===== src/rtl/event_fifo_with_panic_flush_unit_macros.svh =====
// Assertion macros for the event FIFO with panic flush.
`ifndef EVENT_FIFO_WITH_PANIC_FLUSH_UNIT_MACROS_SVH
`define EVENT_FIFO_WITH_PANIC_FLUSH_UNIT_MACROS_SVH

`ifndef SYNTHESIS
// Check a condition at every clock edge out of reset
`define EVF_ASSERT_ALWAYS(lbl, cond) \
    lbl: assert property (@(posedge i_clk) disable iff (!i_rst_n) (cond)) \
        else $error("evf: invariant violated");
// Check that a condition implies another in the same cycle
`define EVF_ASSERT_IMPLY(lbl, ante, cons) \
    lbl: assert property (@(posedge i_clk) disable iff (!i_rst_n) (ante) |-> (cons)) \
        else $error("evf: implication violated");
`else
`define EVF_ASSERT_ALWAYS(lbl, cond)
`define EVF_ASSERT_IMPLY(lbl, ante, cons)
`endif

`endif


===== src/rtl/evf_pkg.sv =====
// Shared types, codes and helper functions of the event FIFO.
package evf_pkg;

    typedef logic [2:0] t_kind;
    typedef logic [1:0] t_op;

    localparam int KIND_BITS = 3;

    // Operation codes
    localparam t_op OP_SEND = 2'd0;
    localparam t_op OP_RECV = 2'd1;
    localparam t_op OP_ACK  = 2'd2;

    // Event kinds
    localparam t_kind KIND_MUSICAL    = 3'd0;
    localparam t_kind KIND_RELEASE    = 3'd1;
    localparam t_kind KIND_DISCONNECT = 3'd2;
    localparam t_kind KIND_LIFECYCLE  = 3'd3;
    localparam t_kind KIND_PANIC      = 3'd4;

    localparam logic [31:0] SAT32 = 32'hFFFF_FFFF;

    typedef struct packed {
        t_op         operation;
        t_kind       event_kind;
        logic [31:0] event_payload;
    } t_evt_in;

    typedef struct packed {
        logic        accepted;
        logic        got_event;
        t_kind       out_kind;
        logic [31:0] out_payload;
        logic [6:0]  pending_total;
        logic [31:0] overflow_total;
        logic [31:0] drop_total;
    } t_evt_out;

    // USB lifecycle events bypass the panic filter
    function automatic logic is_lifecycle(input t_kind kind);
        return (kind == KIND_DISCONNECT) || (kind == KIND_LIFECYCLE);
    endfunction

    // Saturating increment of a 32-bit counter
    function automatic logic [31:0] sat_inc(input logic [31:0] v);
        return (v == SAT32) ? v : v + 32'd1;
    endfunction

endpackage


===== src/rtl/evf_if.sv =====
// Valid/ready channels for event requests and results.
interface evf_in_if;
    logic             valid;
    logic             ready;
    evf_pkg::t_evt_in data;

    modport source (output valid, output data, input ready);
    modport sink   (input valid, input data, output ready);
endinterface

interface evf_out_if;
    logic              valid;
    logic              ready;
    evf_pkg::t_evt_out data;

    modport source (output valid, output data, input ready);
    modport sink   (input valid, input data, output ready);
endinterface


===== src/rtl/event_fifo_with_panic_flush_unit.sv =====
// Top level of the event FIFO with panic flush.
// Ring FIFO of tagged events with a panic flush. Each request (send, receive,
// acknowledge) gives exactly one result. A send or an acknowledge steps the
// sequencer through its execute and done states; the done state moves the
// result to the output register once it is free. A receive also enters the
// check state for each queued entry it pops, as the sequencer reads one slot
// per cycle through the single registered read port of the slot memory and
// checks it with one shared compare unit, then delivers or drops it.
// The block accepts a new request only while its sequencer is idle; a
// finished result may still wait in the output register meanwhile. The slot
// memory needs no clearing after reset, since only filled slots are read.
`include "event_fifo_with_panic_flush_unit_macros.svh"

module event_fifo_with_panic_flush_unit #(
    parameter int DEPTH           = 64,
    parameter int RELEASE_RESERVE = 16,
    parameter int PAYLOAD_BITS    = 32,
    parameter int EPOCH_BITS      = 16
) (
    input  logic       i_clk,
    input  logic       i_rst_n,
    evf_in_if.sink     i_evt,
    evf_out_if.source  o_res
);
    import evf_pkg::*;

    localparam int AW = $clog2(DEPTH);
    localparam int FW = $clog2(DEPTH + 1);
    localparam int PW = (PAYLOAD_BITS < 32) ? PAYLOAD_BITS : 32;
    localparam int EW = EPOCH_BITS;
    localparam int SW = KIND_BITS + PW + EW;

    localparam logic [FW-1:0] LIM_FULL = FW'(DEPTH);
    localparam logic [FW-1:0] LIM_NORM =
        FW'((RELEASE_RESERVE < DEPTH) ? (DEPTH - RELEASE_RESERVE) : 0);
    localparam logic [AW-1:0] LAST = AW'(DEPTH - 1);

    // Sequencer states
    localparam logic [1:0] S_IDLE  = 2'd0;
    localparam logic [1:0] S_EXEC  = 2'd1;
    localparam logic [1:0] S_CHECK = 2'd2;
    localparam logic [1:0] S_DONE  = 2'd3;

    logic [1:0]    r_state, n_state;
    logic [AW-1:0] r_head, n_head;
    logic [FW-1:0] r_fill, n_fill;
    logic [EW-1:0] r_epoch, n_epoch;
    logic [EW-1:0] r_dlv_epoch, n_dlv_epoch;
    logic          r_armed, n_armed;
    logic          r_sent, n_sent;
    logic [PW-1:0] r_panic_pay, n_panic_pay;
    logic [31:0]   r_ovf, n_ovf;
    logic [31:0]   r_drop, n_drop;
    logic          r_out_valid, n_out_valid;

    t_op           r_op, n_op;
    t_kind         r_kind, n_kind;
    logic [PW-1:0] r_pay, n_pay;
    logic          r_res_acc, n_res_acc;
    logic          r_res_got, n_res_got;
    t_kind         r_res_kind, n_res_kind;
    logic [31:0]   r_res_pay, n_res_pay;
    t_evt_out      r_out, n_out;

    logic          w_wr_en;
    logic [AW-1:0] w_wr_addr;
    logic [SW-1:0] w_wr_data;
    logic          w_rd_en;
    logic [AW-1:0] w_rd_addr;
    logic [SW-1:0] w_rd_data;
    logic [AW:0]   w_wsum;
    logic [AW-1:0] w_head_nx;
    t_kind         w_e_kind;
    logic [PW-1:0] w_e_pay;
    logic [EW-1:0] w_e_epoch;
    logic          w_e_ok;
    logic          w_in_fire;

    evf_slot_ram #(
        .DEPTH (DEPTH),
        .WIDTH (SW)
    ) u_slots (
        .i_clk     (i_clk),
        .i_wr_en   (w_wr_en),
        .i_wr_addr (w_wr_addr),
        .i_wr_data (w_wr_data),
        .i_rd_en   (w_rd_en),
        .i_rd_addr (w_rd_addr),
        .o_rd_data (w_rd_data)
    );

    // Tail slot: head plus fill, wrapped once
    assign w_wsum    = (AW + 1)'(r_head) + (AW + 1)'(r_fill);
    assign w_wr_addr = (w_wsum >= (AW + 1)'(DEPTH)) ? AW'(w_wsum - (AW + 1)'(DEPTH))
                                                    : AW'(w_wsum);
    assign w_head_nx = (r_head == LAST) ? '0 : r_head + 1'b1;
    assign w_rd_addr = (r_state == S_CHECK) ? w_head_nx : r_head;

    // Split the entry read back and decide whether it is still live
    assign w_e_kind  = w_rd_data[SW-1 -: KIND_BITS];
    assign w_e_pay   = w_rd_data[EW +: PW];
    assign w_e_epoch = w_rd_data[EW-1:0];
    assign w_e_ok    = is_lifecycle(w_e_kind) || (!r_armed && (w_e_epoch == r_epoch));

    assign i_evt.ready = (r_state == S_IDLE);
    assign w_in_fire   = i_evt.valid && (r_state == S_IDLE);
    assign o_res.valid = r_out_valid;
    assign o_res.data  = r_out;

    // Sequencer and queue bookkeeping
    always_comb begin
        logic          v_armed;
        logic [EW-1:0] v_epoch;
        logic [FW-1:0] v_lim;

        n_state     = r_state;
        n_head      = r_head;
        n_fill      = r_fill;
        n_epoch     = r_epoch;
        n_dlv_epoch = r_dlv_epoch;
        n_armed     = r_armed;
        n_sent      = r_sent;
        n_panic_pay = r_panic_pay;
        n_ovf       = r_ovf;
        n_drop      = r_drop;
        n_op        = r_op;
        n_kind      = r_kind;
        n_pay       = r_pay;
        n_res_acc   = r_res_acc;
        n_res_got   = r_res_got;
        n_res_kind  = r_res_kind;
        n_res_pay   = r_res_pay;
        n_out       = r_out;
        n_out_valid = r_out_valid && !o_res.ready;
        w_wr_en     = 1'b0;
        w_rd_en     = 1'b0;
        v_armed     = r_armed;
        v_epoch     = r_epoch;
        v_lim       = is_lifecycle(r_kind) || (r_kind == KIND_RELEASE) ? LIM_FULL : LIM_NORM;
        w_wr_data   = {r_kind, r_pay, r_epoch};

        unique case (r_state)
            S_IDLE: begin
                // Latch the request; unknown kinds act as musical events
                if (w_in_fire) begin
                    n_op       = i_evt.data.operation;
                    n_kind     = (i_evt.data.event_kind > KIND_PANIC) ? KIND_MUSICAL
                                                                     : i_evt.data.event_kind;
                    n_pay      = PW'(i_evt.data.event_payload);
                    n_res_acc  = 1'b0;
                    n_res_got  = 1'b0;
                    n_res_kind = KIND_MUSICAL;
                    n_res_pay  = '0;
                    n_state    = S_EXEC;
                end
            end
            S_EXEC: begin
                n_state = S_DONE;
                unique case (r_op)
                    OP_SEND: begin
                        if (r_kind == KIND_PANIC) begin
                            n_epoch     = r_epoch + 1'b1;
                            n_panic_pay = r_pay;
                            n_armed     = 1'b1;
                            n_sent      = 1'b0;
                            n_res_acc   = 1'b1;
                        end else begin
                            // A disconnect arms the panic and is still queued if there is room
                            if (r_kind == KIND_DISCONNECT) begin
                                v_epoch     = r_epoch + 1'b1;
                                v_armed     = 1'b1;
                                n_panic_pay = r_pay;
                                n_sent      = 1'b0;
                            end
                            if (v_armed && !is_lifecycle(r_kind)) begin
                                n_drop = sat_inc(r_drop);
                            end else if (r_fill >= v_lim) begin
                                // No room: a refused release arms the panic
                                n_drop = sat_inc(r_drop);
                                n_ovf  = sat_inc(r_ovf);
                                if (r_kind == KIND_RELEASE) begin
                                    v_epoch     = v_epoch + 1'b1;
                                    v_armed     = 1'b1;
                                    n_panic_pay = r_pay;
                                    n_sent      = 1'b0;
                                end
                            end else begin
                                w_wr_en   = 1'b1;
                                n_fill    = r_fill + 1'b1;
                                n_res_acc = 1'b1;
                            end
                            w_wr_data = {r_kind, r_pay, v_epoch};
                            n_epoch   = v_epoch;
                            n_armed   = v_armed;
                        end
                    end
                    OP_RECV: begin
                        // Deliver the panic first, else start popping
                        if (r_armed && !r_sent) begin
                            n_res_got   = 1'b1;
                            n_res_kind  = KIND_PANIC;
                            n_res_pay   = 32'(r_panic_pay);
                            n_sent      = 1'b1;
                            n_dlv_epoch = r_epoch;
                        end else if (r_fill != '0) begin
                            w_rd_en = 1'b1;
                            n_state = S_CHECK;
                        end
                    end
                    OP_ACK: begin
                        if (r_sent && (r_dlv_epoch == r_epoch)) begin
                            n_armed   = 1'b0;
                            n_sent    = 1'b0;
                            n_res_acc = 1'b1;
                        end
                    end
                    default: begin
                        n_res_acc = 1'b0;
                    end
                endcase
            end
            S_CHECK: begin
                // Pop the head entry; deliver it or drop it and read the next
                n_head = w_head_nx;
                n_fill = r_fill - 1'b1;
                if (w_e_ok) begin
                    n_res_got  = 1'b1;
                    n_res_kind = w_e_kind;
                    n_res_pay  = 32'(w_e_pay);
                    n_state    = S_DONE;
                end else begin
                    n_drop = sat_inc(r_drop);
                    if (r_fill > FW'(1)) begin
                        w_rd_en = 1'b1;
                    end else begin
                        n_state = S_DONE;
                    end
                end
            end
            S_DONE: begin
                // Hand the result to the output register once it is free
                if (!r_out_valid || o_res.ready) begin
                    n_out.accepted       = r_res_acc;
                    n_out.got_event      = r_res_got;
                    n_out.out_kind       = r_res_kind;
                    n_out.out_payload    = r_res_pay;
                    n_out.pending_total  = 7'(r_fill) + 7'(r_armed && !r_sent);
                    n_out.overflow_total = r_ovf;
                    n_out.drop_total     = r_drop;
                    n_out_valid          = 1'b1;
                    n_state              = S_IDLE;
                end
            end
            default: begin
                n_state = S_IDLE;
            end
        endcase
    end

    // Control state
    always_ff @(posedge i_clk) begin
        if (!i_rst_n) begin
            r_state     <= S_IDLE;
            r_head      <= '0;
            r_fill      <= '0;
            r_epoch     <= '0;
            r_dlv_epoch <= '0;
            r_armed     <= 1'b0;
            r_sent      <= 1'b0;
            r_panic_pay <= '0;
            r_ovf       <= '0;
            r_drop      <= '0;
            r_out_valid <= 1'b0;
        end else begin
            r_state     <= n_state;
            r_head      <= n_head;
            r_fill      <= n_fill;
            r_epoch     <= n_epoch;
            r_dlv_epoch <= n_dlv_epoch;
            r_armed     <= n_armed;
            r_sent      <= n_sent;
            r_panic_pay <= n_panic_pay;
            r_ovf       <= n_ovf;
            r_drop      <= n_drop;
            r_out_valid <= n_out_valid;
        end
    end

    // Request and result payload
    always_ff @(posedge i_clk) begin
        r_op       <= n_op;
        r_kind     <= n_kind;
        r_pay      <= n_pay;
        r_res_acc  <= n_res_acc;
        r_res_got  <= n_res_got;
        r_res_kind <= n_res_kind;
        r_res_pay  <= n_res_pay;
        r_out      <= n_out;
    end

    `EVF_ASSERT_ALWAYS(a_fill_bound, r_fill <= LIM_FULL)
    `EVF_ASSERT_ALWAYS(a_ovf_le_drop, r_ovf <= r_drop)
    `EVF_ASSERT_IMPLY(a_sent_armed, r_sent, r_armed)
    `EVF_ASSERT_IMPLY(a_check_nonempty, r_state == S_CHECK, r_fill != '0)

endmodule


===== src/rtl/evf_slot_ram.sv =====
// Slot memory of the event ring: one write port, one registered read port.
module evf_slot_ram #(
    parameter int DEPTH = 64,
    parameter int WIDTH = 51
) (
    input  logic                     i_clk,
    input  logic                     i_wr_en,
    input  logic [$clog2(DEPTH)-1:0] i_wr_addr,
    input  logic [WIDTH-1:0]         i_wr_data,
    input  logic                     i_rd_en,
    input  logic [$clog2(DEPTH)-1:0] i_rd_addr,
    output logic [WIDTH-1:0]         o_rd_data
);

    logic [WIDTH-1:0] r_mem [DEPTH];
    logic [WIDTH-1:0] r_rd_data;

    // Store an entry
    always_ff @(posedge i_clk) begin
        if (i_wr_en) begin
            r_mem[i_wr_addr] <= i_wr_data;
        end
    end

    // Register the read data
    always_ff @(posedge i_clk) begin
        if (i_rd_en) begin
            r_rd_data <= r_mem[i_rd_addr];
        end
    end

    assign o_rd_data = r_rd_data;

endmodule

===== src/flat_wrapper.sv =====
// flat-port wrapper written by rule: the top's interface ports become plain ports
module event_fifo_with_panic_flush_unit_flat import evf_pkg::*;
#(
    parameter int DEPTH           = 64,
    parameter int RELEASE_RESERVE = 16,
    parameter int PAYLOAD_BITS    = 32,
    parameter int EPOCH_BITS      = 16
)
  (i_clk, i_rst_n, i_evt_valid, i_evt_data, i_evt_ready, o_res_valid, o_res_data, o_res_ready);
  evf_in_if i_evt_i ();
  evf_out_if o_res_i ();
  input  logic i_clk;
  input  logic i_rst_n;
  input wire logic [$bits(i_evt_i.valid)-1:0] i_evt_valid;
  input wire logic [$bits(i_evt_i.data)-1:0] i_evt_data;
  output wire logic [$bits(i_evt_i.ready)-1:0] i_evt_ready;
  output wire logic [$bits(o_res_i.valid)-1:0] o_res_valid;
  output wire logic [$bits(o_res_i.data)-1:0] o_res_data;
  input wire logic [$bits(o_res_i.ready)-1:0] o_res_ready;
  assign i_evt_i.valid = i_evt_valid;
  assign i_evt_i.data = i_evt_data;
  assign i_evt_ready = i_evt_i.ready;
  assign o_res_valid = o_res_i.valid;
  assign o_res_data = o_res_i.data;
  assign o_res_i.ready = o_res_ready;
  event_fifo_with_panic_flush_unit #(.DEPTH(DEPTH), .RELEASE_RESERVE(RELEASE_RESERVE), .PAYLOAD_BITS(PAYLOAD_BITS), .EPOCH_BITS(EPOCH_BITS)) u_core (.i_clk(i_clk), .i_rst_n(i_rst_n), .i_evt(i_evt_i), .o_res(o_res_i));
endmodule

===== config.mk =====
export PLATFORM = sky130hd
export DESIGN_NAME = event_fifo_with_panic_flush_unit_flat
export DESIGN_NICKNAME = d
export VERILOG_FILES = /design/src/rtl/evf_pkg.sv /design/src/rtl/evf_if.sv /design/src/rtl/event_fifo_with_panic_flush_unit.sv /design/src/rtl/evf_slot_ram.sv /design/src/flat_wrapper.sv
export VERILOG_INCLUDE_DIRS = /design/src /design/src/rtl
export SDC_FILE = /design/constraint.sdc
export NUM_CORES = 2
export LEC_CHECK = 0
export ABC_AREA = 0
export BUFFER_PORTS_ARGS = -buffer_cell sky130_fd_sc_hd__buf_2
export CORE_ASPECT_RATIO = 1.4
export CORE_MARGIN = 3
export CORE_UTILIZATION = 50
export CTS_BUF_LIST = sky130_fd_sc_hd__clkbuf_16
export DETAILED_ROUTE_END_ITERATION = 16
export HOLD_SLACK_MARGIN = 0.15
export PLACE_DENSITY = 0.75
export SYNTH_ARGS = -nofsm -noshare
export SYNTH_HDL_FRONTEND = slang
export SYNTH_SLANG_ARGS = --single-unit

===== constraint.sdc =====
create_clock -name i_clk -period 14 [get_ports i_clk]
set_input_delay 2.1 -clock i_clk [delete_from_list [all_inputs] [get_ports i_clk]]
set_output_delay 2.1 -clock i_clk [all_outputs]
set_load 0.1 [all_outputs]

==> impl.org <==
** Outcome
- The run finished with clean final reports.

** Die
- For this configuration, the core starts out at a cell density of 50.3%.
- 151 I/O pins were placed.
- Die Outline Area :: 289000 um2
- The floorplan has 230 rows.
- The total area inside the core boundary comes to 281000 um2.
- Die W :: 455 um
- From bottom edge to top edge, the die measures 635 um.

** Placed design
- Input and output buffers added on the ports amount to 150.
- Final GP Congestion :: 0.897
- Dpl cells :: 12000
- Dpl hpwl :: 213000 um

** CTS
- Hold repair after CTS inserted 0 buffers.
- Counting along the longest clock path gives a buffer depth of 4.
- Clock insertion delay at the later pin of the skew report :: 0.90 ns
- Total number of clock tree sinks :: 3643
- After clock tree synthesis, the setup repair step added 0 buffers.
- CTS H-Tree Depth :: 5
- CTS-repair resized insts :: 0
- TritonCTS built the clock tree.
- In this run, CTS created clock tree buffers numbering 317.
- Root buf cell :: clkbuf_16
- Clock-pin slew was measured on the worst setup and hold paths at 0.07 ns.

** STA
- The final count of hold timing violations was 0.
- Slew at the pin closest to its max-slew limit :: 1.26 ns
- In this run the tightest slew margin relative to its limit is 16.2%.
- Final Setup Violations :: 0
- Sum of negative setup slack :: 0 ns
- RSZ-0062 raised after global routing :: false
- For this run, the top clock speed supported by timing is 150 MHz.
- Counting I/O delays and the setup requirement, the final critical path takes 6.66 ns.
- Clock skew on the completed layout was measured at 0.0733 ns.
- The number of pins with negative max-slew slack in the final report came to 0.
- Final period util :: 47.6%

** GRT
- The first global-routing pass estimated 584000 um of wire.
- Across every metal layer, demand over resource in global routing totals 28.2%.
- Entering global routing, the biggest net connects 142 pins.
- Vias in the first global route :: 81300
- Number of antenna violations at the first check in global routing :: 21
- The total overflow left after global routing is 0.

** Setup path
- Crit Reg-Reg Startpoint :: u_core.r_state[0]
- At the worst endpoint, the arrival time is 7.28 ns.
- By startpoint and endpoint, the worst setup path is classified as reg2reg.
- Of all nets on the critical path, the largest fanout is 119.
- The number of cells on the worst reg-to-reg path is 11.
- On the worst path, the slowest cell contributes a delay of 0.84 ns.
- Worst path top cell family by delay :: buffers and inverters
- The critical path contains buffers and inverters numbering 4 combined.
- Slack of the worst reg-to-reg path :: 7.34 ns
- CP endpoint kind :: flip-flop
- For the worst setup path, the data required time is 14.62 ns.
- The slowest stage of the critical path belongs to the cell buf_4.
- Sequence of cells on the critical path :: inv_1 > ha_2 > xor2_1 > o21a_4 > buf_12 > buf_4 > buf_4 > mux4_2 > a2111oi_0 > nor3_1 > or4_1
- In this design, the critical path's most frequently occurring cell is buf_4.
- End of the worst register-to-register path :: u_core.u_slots.o_rd_data[50]
- The worst setup path is launched from a flip-flop.

** Yosys
- Synthesis produced a netlist with a net count of 8458.
- The synthesized netlist occupies a cell area of 141000 um2.
- Counting distinct cell types in the post-synthesis netlist gives 77.
- Top area cells in the synthesized netlist :: edfxtp_1 74%, mux4_2 5.1%, mux2i_1 4.1%, nand2_1 2.8%, dfxtp_1 2.1%
- Counting flops and latches in the post-synthesis netlist gives 3643.
- In this run the biggest area consumer among cell types represents 74.4% of the synthesized area.
- In this run the mean area of a mapped cell was 16.8 um2.
- Synthesized netlist cell count :: 8389
- Yosys warning total :: 0
- Number of flops mapped to enable cells by yosys :: 3497
- For this run, the leading register cell type out of synthesis is edfxtp_1.
- Sequential fraction of the synthesis area :: 76.4%
- The synthesized design spends more area on one cell type than any other, namely edfxtp_1.
- Proportion of synthesized flip-flops having asynchronous set or reset :: 0%

** Route
- Vias per cell :: 6.68
- Across all layers, the routed design uses 83900 vias.
- Number of iterations in the first detailed-routing pass :: 9
- Antenna-violating nets left :: 0
- Summed over all layers, the routed wires come to 417000 um.
- Detailed Route Iter0 Violations :: 14500
- Post-route DRC :: 0
- Average wire per cell in the routed design :: 33.2 um

** Layout
- Of the cells placed in the final design, the portion with a size suffix greater than 1 is 14.7%.
- Final std cells w/o fill :: 12600
- Filler cells :: 20400
- Net count reported at finish :: 8657
- Core utilization of the finished layout :: 56.2%
- From synthesis to final layout, the design area changed by 11.7%.
- Multi-input combinational cell area :: 31900 um2
- Storage cell area :: 108000 um2

** Power
- Leakage power total :: 0.0495 uW
- Power spread over the standard cell area amounts to 181 nW/um2.
- Across the VDD grid, the largest voltage drop is 0.259 mV.

** Hold path
- Start point of the worst min-delay path :: u_core.r_res_pay[15]
- The min-delay analysis places its worst path in the category reg2reg.
- The worst hold path terminates at u_core.o_res.data[86].
- Counting instances, the worst hold path has a depth of 0.

** Run
- Maxcap violations :: 0
## cells by family after synthesis
group | Yosys count | share of synthesized area (%)
flops | 3643 | 76.4
xor+xnor | 124 | 0.769
mux | 905 | 9.25
simple gates | 1867 | 5.84
compound gates | 1279 | 5.87
buf+inv | 543 | 1.59
fa+ha+maj | 28 | 0.253
## report_power, final
group | total, uW | leakage [uW] | switching [uW] | internal (uW)
clock network | 8830 | 0.00522 | 3910 | 4930
logic | 7050 | 0.0114 | 4460 | 2590
registers | 12600 | 0.0329 | 95.6 | 12500
## Yosys cell counts, types with 4 or more instances
| cell | count |
|---|---|
| a2111oi_0 | 108 |
| a211oi_1 | 77 |
| a21oi_1 | 525 |
| a22oi_1 | 33 |
| a311oi_1 | 7 |
| a31oi_1 | 48 |
| a32oi_1 | 7 |
| and2_1 | 16 |
| and3_1 | 45 |
| and4_1 | 8 |
| buf_1 | 62 |
| buf_2 | 118 |
| buf_4 | 13 |
| clkbuf_1 | 326 |
| dfxtp_1 | 146 |
| edfxtp_1 | 3497 |
| ha_1 | 27 |
| inv_1 | 22 |
| mux2i_1 | 584 |
| mux4_2 | 320 |
| nand2_1 | 1043 |
| nand2b_1 | 11 |
| nand3_1 | 185 |
| nand4_1 | 31 |
| nor2_1 | 186 |
| nor2b_1 | 44 |
| nor3_1 | 209 |
| nor4_1 | 23 |
| o211ai_1 | 5 |
| o21a_1 | 6 |
| o21ai_0 | 88 |
| o21ai_1 | 6 |
| o221ai_1 | 192 |
| o22ai_1 | 118 |
| o311ai_0 | 6 |
| o31ai_1 | 29 |
| o41ai_1 | 4 |
| or3_1 | 15 |
| or4_1 | 24 |
| xnor2_1 | 62 |
| xor2_1 | 62 |
## cells in the final DEF, fill, tap and decap left out, types with 16 or more instances in the layout
| cell type | n |
|---|---|
| clkinv_2 | 40 |
| nor2_4 | 68 |
| nor2b_1 | 42 |
| inv_6 | 19 |
| buf_4 | 234 |
| o22ai_1 | 118 |
| nor4_1 | 23 |
| clkinv_1 | 60 |
| dfxtp_1 | 146 |
| xnor2_1 | 58 |
| or4_1 | 24 |
| and3_1 | 45 |
| a22oi_1 | 33 |
| mux4_2 | 320 |
| mux2i_1 | 583 |
| edfxtp_1 | 3497 |
| a211oi_1 | 77 |
| bufinv_16 | 38 |
| nand4_1 | 31 |
| xor2_1 | 57 |
| nor2_1 | 119 |
| inv_1 | 77 |
| ha_1 | 25 |
| o31ai_1 | 28 |
| nor3_1 | 208 |
| o21ai_0 | 84 |
| a21oi_1 | 523 |
| nand3_1 | 185 |
| clkbuf_16 | 323 |
| nand2_1 | 1036 |
| buf_2 | 150 |
| clkinvlp_4 | 28 |
| a31oi_1 | 48 |
| o221ai_1 | 192 |
| buf_12 | 16 |
| a2111oi_0 | 107 |
## sequential cells by signal, indices dropped and copies added (netlist names), 2 cells and up
| name | cells |
|---|---|
| u_core.o_res.data | 108 |
| u_core.r_dlv_epoch | 16 |
| u_core.r_drop | 32 |
| u_core.r_epoch | 16 |
| u_core.r_fill | 7 |
| u_core.r_head | 6 |
| u_core.r_kind | 3 |
| u_core.r_op | 2 |
| u_core.r_ovf | 32 |
| u_core.r_panic_pay | 32 |
| u_core.r_pay | 32 |
| u_core.r_res_kind | 3 |
| u_core.r_res_pay | 32 |
| u_core.r_state | 2 |
| u_core.u_slots.o_rd_data | 51 |
| u_core.u_slots.r_mem | 3264 |
## worst reg2reg max path, delay by kind of cell, from the launching register on
family	cells	cell delay (ns)
muxes	1	0.65
xor gates and xnor gates	1	0.41
buffers and inverters	4	2.51
and+or+nand+nor	2	0.59
AOI/OAI and AO/OA	2	1.12
DFF	1	0.34
adders and majority gates	1	0.79
## layout make-up
cell class / instances / area share, %
clock inverters: 252 / 1.46
clock buffers: 323 / 5.12
well taps: 3712 / 2.94
diodes: 9 / 0.0143
multi-input cells: 4203 / 20.2
flip-flops and latches: 3643 / 68.4
repair buffers: 400 / 1.79
inverters: 23 / 0.0563
## routing by layer
layer,part of all wire (%),vias up,global-route usage (%)
met4,6.8,14,15.5
met5,0.019,-,0
met1,32,42000,35.2
met2,47,6926,45.0
met3,14,1446,7.38
li1,-,33500,-
## worst max-delay path by stage
stage                 startpoint                            to  slack, ns  depth (start not counted)
5_1_grt        u_core.r_state[0]  u_core.u_slots.o_rd_data[14]       7.09                         12
2_1_floorplan        i_evt_valid              u_core.r_res_got       5.52                          2
3_5_place_dp   u_core.r_state[0]  u_core.u_slots.o_rd_data[50]       7.46                         11
4_1_cts        u_core.r_state[0]  u_core.u_slots.o_rd_data[14]       7.41                         12
6_report       u_core.r_state[0]  u_core.u_slots.o_rd_data[50]       7.34                         11
3_3_place_gp   u_core.r_state[0]  u_core.u_slots.o_rd_data[50]       7.52                         11
## metrics by stage
| step | hold WS [ns] | setup WS, ns | area (um2) | power, uW |
|---|---|---|---|---|
| after detailed placement | 0.405 | 7.46 | 147000 | 19800 |
| after floorplan | 0.400 | 5.52 | 141000 | 18200 |
| after global routing | 0.427 | 7.09 | 158000 | 29400 |
| final | 0.420 | 7.34 | 158000 | 28500 |
| after global placement | 0.405 | 7.52 | 147000 | 19700 |
| after CTS | 0.421 | 7.41 | 158000 | 28500 |
(Power assumes the default switching activity.)
